`config.mk`:
```
export PLATFORM = sky130hd
export DESIGN_NAME = bankers_resource_allocator_core
export DESIGN_NICKNAME = d
export VERILOG_FILES = /design/src/hw/rtl/bra_pkg.sv /design/src/hw/rtl/bra_lane.sv /design/src/hw/rtl/bankers_resource_allocator_core.sv
export SDC_FILE = /design/constraint.sdc
export NUM_CORES = 2
export LEC_CHECK = 0
export ABC_CLOCK_PERIOD_IN_PS = 10150
export BUFFER_PORTS_ARGS = -buffer_cell sky130_fd_sc_hd__buf_2
export CAP_MARGIN = 20
export CORE_MARGIN = 4
export CORE_UTILIZATION = 64
export DETAILED_ROUTE_END_ITERATION = 8
export MAX_ROUTING_LAYER = met4
export PLACE_DENSITY = 0.81
export SETUP_SLACK_MARGIN = 0.05
export SYNTH_ARGS = -nofsm -noshare
export SYNTH_HDL_FRONTEND = slang
export SYNTH_SLANG_ARGS = --single-unit
```
`constraint.sdc`:
```
create_clock -name clk -period 10.15 [get_ports clk]
set_clock_uncertainty 0.05 [all_clocks]
set_input_delay 1.015 -clock clk [delete_from_list [all_inputs] [get_ports clk]]
set_output_delay 1.015 -clock clk [all_outputs]
set_load 0.02 [all_outputs]
```
`src/hw/rtl/bra_pkg.sv`:
```
// Shared types and constants for the banker's-algorithm allocator.
// No dependencies; used by bra_lane and bankers_resource_allocator_core.
package bra_pkg;

  localparam int CUSTOMERS   = 8;
  localparam int RESOURCES   = 4;
  localparam int AMOUNT_BITS = 8;
  localparam int CIDX_BITS   = (CUSTOMERS > 1) ? $clog2(CUSTOMERS) : 1;
  localparam int WORK_BITS   = AMOUNT_BITS + $clog2(CUSTOMERS + 1);
  localparam logic [3:0] CUST_LIMIT = 4'(CUSTOMERS);
  localparam logic [CIDX_BITS-1:0] CUST_LAST = CIDX_BITS'(CUSTOMERS - 1);

  typedef logic [AMOUNT_BITS-1:0] amount_t;
  typedef logic [WORK_BITS-1:0]   work_t;

  typedef enum logic [1:0] {
    CMD_LOAD    = 2'd0,
    CMD_REQUEST = 2'd1,
    CMD_RELEASE = 2'd2,
    CMD_SET     = 2'd3
  } cmd_t;

  typedef enum logic [2:0] {
    ST_GRANTED  = 3'd0,
    ST_EXCEEDS  = 3'd1,
    ST_INSUFF   = 3'd2,
    ST_UNSAFE   = 3'd3,
    ST_RELEASED = 3'd4,
    ST_REFUSED  = 3'd5,
    ST_LOADED   = 3'd6
  } status_t;

  typedef struct packed {
    logic [1:0] command;
    logic [2:0] customer_id;
    logic [7:0] amount_0;
    logic [7:0] amount_1;
    logic [7:0] amount_2;
    logic [7:0] amount_3;
  } in_item_t;

  typedef struct packed {
    logic [2:0] status;
    logic [2:0] served_customer;
    logic [7:0] avail_0;
    logic [7:0] avail_1;
    logic [7:0] avail_2;
    logic [7:0] avail_3;
  } out_item_t;

  // per-resource compare results from one lane
  typedef struct packed {
    logic need_fits_work;
    logic amt_fits_need;
    logic amt_fits_avail;
    logic amt_fits_held;
    logic held_nz;
  } lane_flags_t;

endpackage

```
`src/hw/rtl/bra_lane.sv`:
```
// One resource lane: compares and sums for a single resource type.
// Depends on bra_pkg.
module bra_lane (
  input  bra_pkg::amount_t     need_v,
  input  bra_pkg::amount_t     held_v,
  input  bra_pkg::amount_t     amt,
  input  bra_pkg::amount_t     avail,
  input  bra_pkg::work_t       work,
  output bra_pkg::work_t       work_sum,
  output bra_pkg::amount_t     avail_sat,
  output bra_pkg::lane_flags_t flags
);

  logic [bra_pkg::AMOUNT_BITS:0] avail_add;

  assign avail_add = {1'b0, avail} + {1'b0, amt};
  assign avail_sat = avail_add[bra_pkg::AMOUNT_BITS] ? '1
                   : avail_add[bra_pkg::AMOUNT_BITS-1:0];
  assign work_sum  = work + bra_pkg::WORK_BITS'(held_v);

  assign flags.need_fits_work = bra_pkg::WORK_BITS'(need_v) <= work;
  assign flags.amt_fits_need  = amt <= need_v;
  assign flags.amt_fits_avail = amt <= avail;
  assign flags.amt_fits_held  = amt <= held_v;
  assign flags.held_nz        = held_v != '0;

endmodule

```
`src/hw/rtl/bankers_resource_allocator_core.sv`:
```
// Banker's-algorithm allocator: one lane per resource type plus merge and sequencer.
// Depends on bra_pkg and bra_lane.
//
// Every transfer in gives one result out. Load, release and set-available finish
// without a safety check; a request that passes the need and available checks runs
// the safety check, which visits one customer row per cycle for CUSTOMERS passes,
// with the four resource lanes comparing need against the work vector in parallel.
// A new item is taken while a result still waits.
module bankers_resource_allocator_core (
  input  logic               clk,
  input  logic               rst,
  input  logic               in_valid,
  output logic               in_ready,
  input  bra_pkg::in_item_t  in_data,
  output logic               out_valid,
  input  logic               out_ready,
  output bra_pkg::out_item_t out_data
);

  typedef enum logic [1:0] {S_IDLE, S_EXEC, S_CHECK, S_DONE} state_t;

  state_t state;
  bra_pkg::in_item_t item;
  bra_pkg::amount_t need_tab [bra_pkg::CUSTOMERS][bra_pkg::RESOURCES];
  bra_pkg::amount_t held_tab [bra_pkg::CUSTOMERS][bra_pkg::RESOURCES];
  bra_pkg::amount_t avail    [bra_pkg::RESOURCES];
  bra_pkg::work_t   work     [bra_pkg::RESOURCES];
  logic [bra_pkg::CUSTOMERS-1:0] finished;
  logic [bra_pkg::CIDX_BITS-1:0] cur;
  logic [bra_pkg::CIDX_BITS-1:0] pass;

  bra_pkg::amount_t    amt [bra_pkg::RESOURCES];
  bra_pkg::amount_t    rd_need [bra_pkg::RESOURCES];
  bra_pkg::amount_t    rd_held [bra_pkg::RESOURCES];
  bra_pkg::work_t      work_sum [bra_pkg::RESOURCES];
  bra_pkg::amount_t    avail_sat [bra_pkg::RESOURCES];
  bra_pkg::lane_flags_t flags [bra_pkg::RESOURCES];

  logic [bra_pkg::CIDX_BITS-1:0] cid;
  logic [bra_pkg::CIDX_BITS-1:0] row;
  logic cid_ok, out_free;
  logic fit_work, fit_need, fit_avail, fit_held, held_any;

  assign amt[0] = item.amount_0;
  assign amt[1] = item.amount_1;
  assign amt[2] = item.amount_2;
  assign amt[3] = item.amount_3;

  assign cid      = item.customer_id[bra_pkg::CIDX_BITS-1:0];
  assign cid_ok   = {1'b0, item.customer_id} < bra_pkg::CUST_LIMIT;
  assign row      = (state == S_CHECK) ? cur : cid;
  assign out_free = !out_valid || out_ready;
  assign in_ready = (state == S_IDLE);

  for (genvar r = 0; r < bra_pkg::RESOURCES; r++) begin : g_lane
    assign rd_need[r] = need_tab[row][r];
    assign rd_held[r] = held_tab[row][r];
    bra_lane u_lane (
      .need_v   (rd_need[r]),
      .held_v   (rd_held[r]),
      .amt      (amt[r]),
      .avail    (avail[r]),
      .work     (work[r]),
      .work_sum (work_sum[r]),
      .avail_sat(avail_sat[r]),
      .flags    (flags[r])
    );
  end

  // merge stage
  always_comb begin
    fit_work  = 1'b1;
    fit_need  = 1'b1;
    fit_avail = 1'b1;
    fit_held  = 1'b1;
    held_any  = 1'b0;
    for (int r = 0; r < bra_pkg::RESOURCES; r++) begin
      fit_work  = fit_work  & flags[r].need_fits_work;
      fit_need  = fit_need  & flags[r].amt_fits_need;
      fit_avail = fit_avail & flags[r].amt_fits_avail;
      fit_held  = fit_held  & flags[r].amt_fits_held;
      held_any  = held_any  | flags[r].held_nz;
    end
  end

  // next values of the available vector and addressed row, plus the result
  bra_pkg::amount_t avail_next [bra_pkg::RESOURCES];
  bra_pkg::amount_t need_next  [bra_pkg::RESOURCES];
  bra_pkg::amount_t held_next  [bra_pkg::RESOURCES];
  logic row_we, finish, start_check;
  bra_pkg::status_t status_next;

  always_comb begin
    row_we      = 1'b0;
    finish      = 1'b0;
    start_check = 1'b0;
    status_next = bra_pkg::ST_LOADED;
    for (int r = 0; r < bra_pkg::RESOURCES; r++) begin
      avail_next[r] = avail[r];
      need_next[r]  = rd_need[r];
      held_next[r]  = rd_held[r];
    end
    if (state == S_EXEC && out_free) begin
      case (bra_pkg::cmd_t'(item.command))
        bra_pkg::CMD_LOAD: begin
          finish = 1'b1;
          row_we = cid_ok;
          for (int r = 0; r < bra_pkg::RESOURCES; r++) begin
            need_next[r] = amt[r];
            held_next[r] = '0;
          end
        end
        bra_pkg::CMD_REQUEST: begin
          if (!cid_ok || !fit_need) begin
            finish      = 1'b1;
            status_next = bra_pkg::ST_EXCEEDS;
          end else if (!fit_avail) begin
            finish      = 1'b1;
            status_next = bra_pkg::ST_INSUFF;
          end else begin
            start_check = 1'b1;
            row_we      = 1'b1;
            for (int r = 0; r < bra_pkg::RESOURCES; r++) begin
              avail_next[r] = avail[r] - amt[r];
              need_next[r]  = rd_need[r] - amt[r];
              held_next[r]  = rd_held[r] + amt[r];
            end
          end
        end
        bra_pkg::CMD_RELEASE: begin
          finish = 1'b1;
          if (!cid_ok || !held_any || !fit_held) begin
            status_next = bra_pkg::ST_REFUSED;
          end else begin
            status_next = bra_pkg::ST_RELEASED;
            row_we      = 1'b1;
            for (int r = 0; r < bra_pkg::RESOURCES; r++) begin
              avail_next[r] = avail_sat[r];
              need_next[r]  = rd_need[r] + amt[r];
              held_next[r]  = rd_held[r] - amt[r];
            end
          end
        end
        default: begin
          finish = 1'b1;
          for (int r = 0; r < bra_pkg::RESOURCES; r++) avail_next[r] = amt[r];
        end
      endcase
    end else if (state == S_DONE && out_free) begin
      finish = 1'b1;
      if (&finished) begin
        status_next = bra_pkg::ST_GRANTED;
      end else begin
        // roll back the tentative grant; no saturation since it came from a subtract
        status_next = bra_pkg::ST_UNSAFE;
        row_we      = 1'b1;
        for (int r = 0; r < bra_pkg::RESOURCES; r++) begin
          avail_next[r] = avail_sat[r];
          need_next[r]  = rd_need[r] + amt[r];
          held_next[r]  = rd_held[r] - amt[r];
        end
      end
    end
  end

  always_ff @(posedge clk) begin
    if (rst) begin
      state     <= S_IDLE;
      out_valid <= 1'b0;
      finished  <= '0;
      cur       <= '0;
      pass      <= '0;
      for (int r = 0; r < bra_pkg::RESOURCES; r++) begin
        avail[r] <= '0;
        work[r]  <= '0;
      end
      for (int c = 0; c < bra_pkg::CUSTOMERS; c++) begin
        for (int r = 0; r < bra_pkg::RESOURCES; r++) begin
          need_tab[c][r] <= '0;
          held_tab[c][r] <= '0;
        end
      end
    end else begin
      for (int r = 0; r < bra_pkg::RESOURCES; r++) avail[r] <= avail_next[r];
      if (row_we) begin
        for (int r = 0; r < bra_pkg::RESOURCES; r++) begin
          need_tab[cid][r] <= need_next[r];
          held_tab[cid][r] <= held_next[r];
        end
      end
      if (finish) begin
        out_valid                <= 1'b1;
        out_data.status          <= status_next;
        out_data.served_customer <= item.customer_id;
        out_data.avail_0         <= avail_next[0];
        out_data.avail_1         <= avail_next[1];
        out_data.avail_2         <= avail_next[2];
        out_data.avail_3         <= avail_next[3];
      end else if (out_ready) begin
        out_valid <= 1'b0;
      end
      case (state)
        S_IDLE: begin
          if (in_valid) begin
            item  <= in_data;
            state <= S_EXEC;
          end
        end
        S_EXEC: begin
          if (start_check) begin
            finished <= '0;
            cur      <= '0;
            pass     <= '0;
            for (int r = 0; r < bra_pkg::RESOURCES; r++) begin
              work[r] <= bra_pkg::WORK_BITS'(avail_next[r]);
            end
            state <= S_CHECK;
          end else if (finish) begin
            state <= S_IDLE;
          end
        end
        S_CHECK: begin
          if (!finished[cur] && fit_work) begin
            finished[cur] <= 1'b1;
            for (int r = 0; r < bra_pkg::RESOURCES; r++) work[r] <= work_sum[r];
          end
          if (cur == bra_pkg::CUST_LAST) begin
            cur  <= '0;
            pass <= pass + 1'b1;
            if (pass == bra_pkg::CUST_LAST) state <= S_DONE;
          end else begin
            cur <= cur + 1'b1;
          end
        end
        S_DONE: begin
          if (finish) state <= S_IDLE;
        end
        default: state <= S_IDLE;
      endcase
    end
  end

  // granted and unsafe only come out of the safety check
  a_check_status: assert property (@(posedge clk) disable iff (rst)
    finish && (status_next == bra_pkg::ST_GRANTED || status_next == bra_pkg::ST_UNSAFE)
    |-> state == S_DONE)
    else $error("grant/unsafe outside safety check");

  // finished marks only accumulate during a check
  a_marks_grow: assert property (@(posedge clk) disable iff (rst)
    state == S_CHECK && $past(state) == S_CHECK |-> (finished & $past(finished)) == $past(finished))
    else $error("finished mark cleared during check");

  // available amount of resource 0 held during the check
  a_avail_hold: assert property (@(posedge clk) disable iff (rst)
    state == S_CHECK && $past(state) == S_CHECK |-> avail[0] == $past(avail[0]))
    else $error("available changed during check");

  // no status code beyond loaded
  a_status_range: assert property (@(posedge clk) disable iff (rst)
    out_valid |-> out_data.status <= bra_pkg::ST_LOADED)
    else $error("bad status code");

endmodule
```
==> out/results.tsv <==
stage	metric	value	unit
synth	synth_top_flop_cell	edfxtp_1	
timing	setup_viol	0	
finish	layout-drive-gt1-share	11.3	%
timing	drv_slew	0	
worst_setup_path	cp.arrival	8.34	ns
clocking	h-tree-depth	3	
timing	finalCritPeriodShare	79.2	%
power_and_ir_drop	max-vdd-ir-drop	157	µV
global_routing	grt_pass1_wl	201000	µm
worst_setup_path	crit_slowest_cell	nor4_1	
global_routing	antenna_found_initial	3	
timing	rsz0062_at_grt	false	
power_and_ir_drop	power_density	157	mW/mm²
min_path	min-delay-path-class	reg2reg	
synth	synth_top_area_share	44.4	%
drt	wl_met1	50300	µm
worst_setup_path	reg2reg_slack	2.11	ns
worst_setup_path	required	10.45	ns
worst_setup_path	cpPeakStageDelay	0.84	ns
drt	avgRoutedWirePerCell	28.2	µm
clocking	root_buffer	clkbuf_16	
worst_setup_path	path_delay_family	simple AND/OR/NAND/NOR gates	
worst_setup_path	path_buf_inv	4	
clocking	post_cts_buffers	0	
global_routing	grtUsageTotal	38.8	%
synth	syn_area_per_cell	10.9	µm²
placed_design	hpwl	90800	µm
global_routing	grt_overflow	0	
synth	synth_edf_count	631	
timing	worst_hold_slack	0.447	ns
worst_setup_path	worstPathCellList	nand2b_4 > mux2i_4 > buf_12 > nor2b_4 > buf_4 > a221o_1 > inv_1 > nor4_1 > nand4_1 > o21ai_4 > or2_1 > buf_4 > o22ai_1 > a221oi_2 > nor2_1	
floorplan	start_util	64.7	%
clocking	clock_latency	0.65	ns
clocking	cts_hold_buf	0	
clocking	clk_pin_slew_worst_paths	0.07	ns
finish	nNetsFinal	4219	
floorplan	fp.dieArea	0.0708	mm²
placed_design	port_buffers	80	
timing	min_period	8.04	ns
synth	yosys_warnings	0	
synth	syn_area	0.0426	mm²
global_routing	grt_pass1_vias	32500	
timing	worst_slew_pin_slew	1.38	ns
timing	setup_tns	0	ns
synth	yosysSeqAreaShare	46.9	%
global_routing	grt_max_degree	65	
timing	slew_headroom	7.30	%
floorplan	dieHeight	266	µm
clocking	cts_tree	built	
worst_setup_path	crit_path_end_kind	flop	
floorplan	rows	94	
drt	vias_per_cell	6.94	
finish	syn2layout_area_growth	8.79	%
synth	yosys-top-cells-area	edfxtp_1 (44%), ha_1 (7.5%), mux2i_1 (5.9%)	
worst_setup_path	cp_max_fo	44	
drt	vias	33500	
clocking	clock_path_buffers	3	
placed_design	gp_congestion	1.03	
synth	netlist-cell-type-count	90	
drt	dr.first_iter.drc_count	4622	
timing	fmax	124	MHz
drt	dr_wl_met3	16600	µm
clocking	cts_resized	0	
worst_setup_path	cpMostUsedCell	buf_4	
worst_setup_path	path_class	reg2reg	
synth	netlist_instances	3896	
drt	drt-total-wl	136000	µm
drt	met2_wirelength	61000	µm
clocking	cts_sinks	684	
run_status	status	completed	
clocking	numCtsBuffers	75	
synth	syn-num-nets	4221	
drt	final_antenna_net_count	0	
floorplan	die_w	266	µm
power_and_ir_drop	p_leak	0.0179	µW
synth	synth_seq_cells	684	
drt	drtPass1Iterations	6	
synth	ys_async_sr_fraction	0	%
finish	fillers	4710	
job	max_cap_viol_count	0	
drt	routed.top_layer	met4	
drt	drc	0	
synth	yosysTopAreaCell	edfxtp_1	
floorplan	io_pins	81	
worst_setup_path	start_kind	flop	
floorplan	core_area	0.0659	mm²
timing	hold_violations	0	
where the power goes:
part / leakage, µW / total [µW] / internal (µW) / switching, µW
clock network: 0.00118 / 2750 / 1550 / 1200
logic: 0.00991 / 1300 / 469 / 829
registers: 0.00686 / 3250 / 3180 / 66.7
total: 0.0179 / 7290 / 5200 / 2090
routing by layer:
| metal | GRT usage (%) | vias to the layer above |
|---|---|---|
| met5 | - | - |
| met4 | 19.5 | 0 |
| met3 | 8.27 | 501 |
| met2 | 58.5 | 2330 |
| met1 | 50.3 | 16300 |
| li1 | - | 14400 |
worst min-delay path, stage by stage (launching register included):
cell and delay [ns]:
dfxtp_1 0.34, a31oi_1 0.05, nor2_1 0.07
flip-flops by register name, summed over array words and instances, names as in the netlist:
signal and flops:
item 2, out_valid 1, work 48, pass 3, avail 32, state 2, amt 32, need_tab 256
held_tab 256, finished 8, cur 3, out_data 38, cid 3
synthesized netlist by cell type, types with 28 or more instances:
cell / instances
a21o_1: 33
a21oi_1: 206
a221oi_1: 47
buf_2: 92
clkbuf_1: 130
dfxtp_1: 53
edfxtp_1: 631
fa_1: 28
ha_1: 256
inv_1: 223
mux2i_1: 253
mux4_2: 64
nand2_1: 93
nand2b_1: 38
nand3_1: 29
nor2_1: 570
nor2b_1: 245
nor3_1: 37
o21ai_0: 130
o21bai_1: 63
o22ai_1: 47
o32ai_1: 36
xnor2_1: 93
xor2_1: 47
layout make-up:
type	instances	area, µm²	area share [%]
Antenna cell	3	7.51	0.0162
Clock buffer	99	2030	4.37
Clock inverter	38	398	0.858
Inverter	226	848	1.83
Multi-Input combinational cell	2744	20900	45.0
Sequential cell	684	20000	43.1
Tap cell	864	1080	2.33
Timing Repair Buffer	163	1130	2.43
metrics by stage:
step	setup slack (ns)	instances	utilization (%)	total power (µW)	instance area, µm²
floorplan	1.54	3896	-	4140	42600
global placement	2.68	4677	66.6	4520	43900
detailed placement	2.58	4677	66.6	4550	43900
CTS	2.53	4814	70.3	7250	46300
global route	1.87	4821	70.4	7490	46400
finish	2.11	4821	70.4	7290	46400
layout by cell type (no fill, tap or decap), drive strengths merged, types with 20 or more instances in the layout:
cell      n
fa       28
nand2    93
mux4     64
clkbuf   99
nor4     20
ha      256
o31ai    21
xnor2    93
nand4    20
o21bai   64
a221oi   71
nand2b   38
mux2i   255
o221ai   23
a21o     33
xor2     47
o211ai   21
inv     228
o21ai   139
buf     163
edfxtp  631
o21a     27
a21oi   207
nand3    29
o22ai    47
nor2b   245
nor3     37
nor2    571
o32ai    36
dfxtp    53
clkinv   29
worst paths after layout:
kind | start | to | cells after the start
min reg2reg | finished[5] | finished[5] | 2
min | finished[5] | finished[5] | 2
max reg2reg | state[0] | held_tab[6][14] | 15
max | state[0] | held_tab[6][14] | 15
cells by family (layout without fill, tap and decap cells):
kind of cell	Yosys count	in the layout	share of synthesized area, %
AOI/OAI and AO/OA	875	875	14.7
xor gates and xnor gates	140	140	2.88
adders and majority gates	284	284	8.83
buffers and inverters	468	526	4.58
DFF	684	684	46.9
muxes	326	326	9.61
other	0	3	0
and+or+nand+nor	1119	1119	12.5
Note: power is estimated with default switching activity, not from simulation.
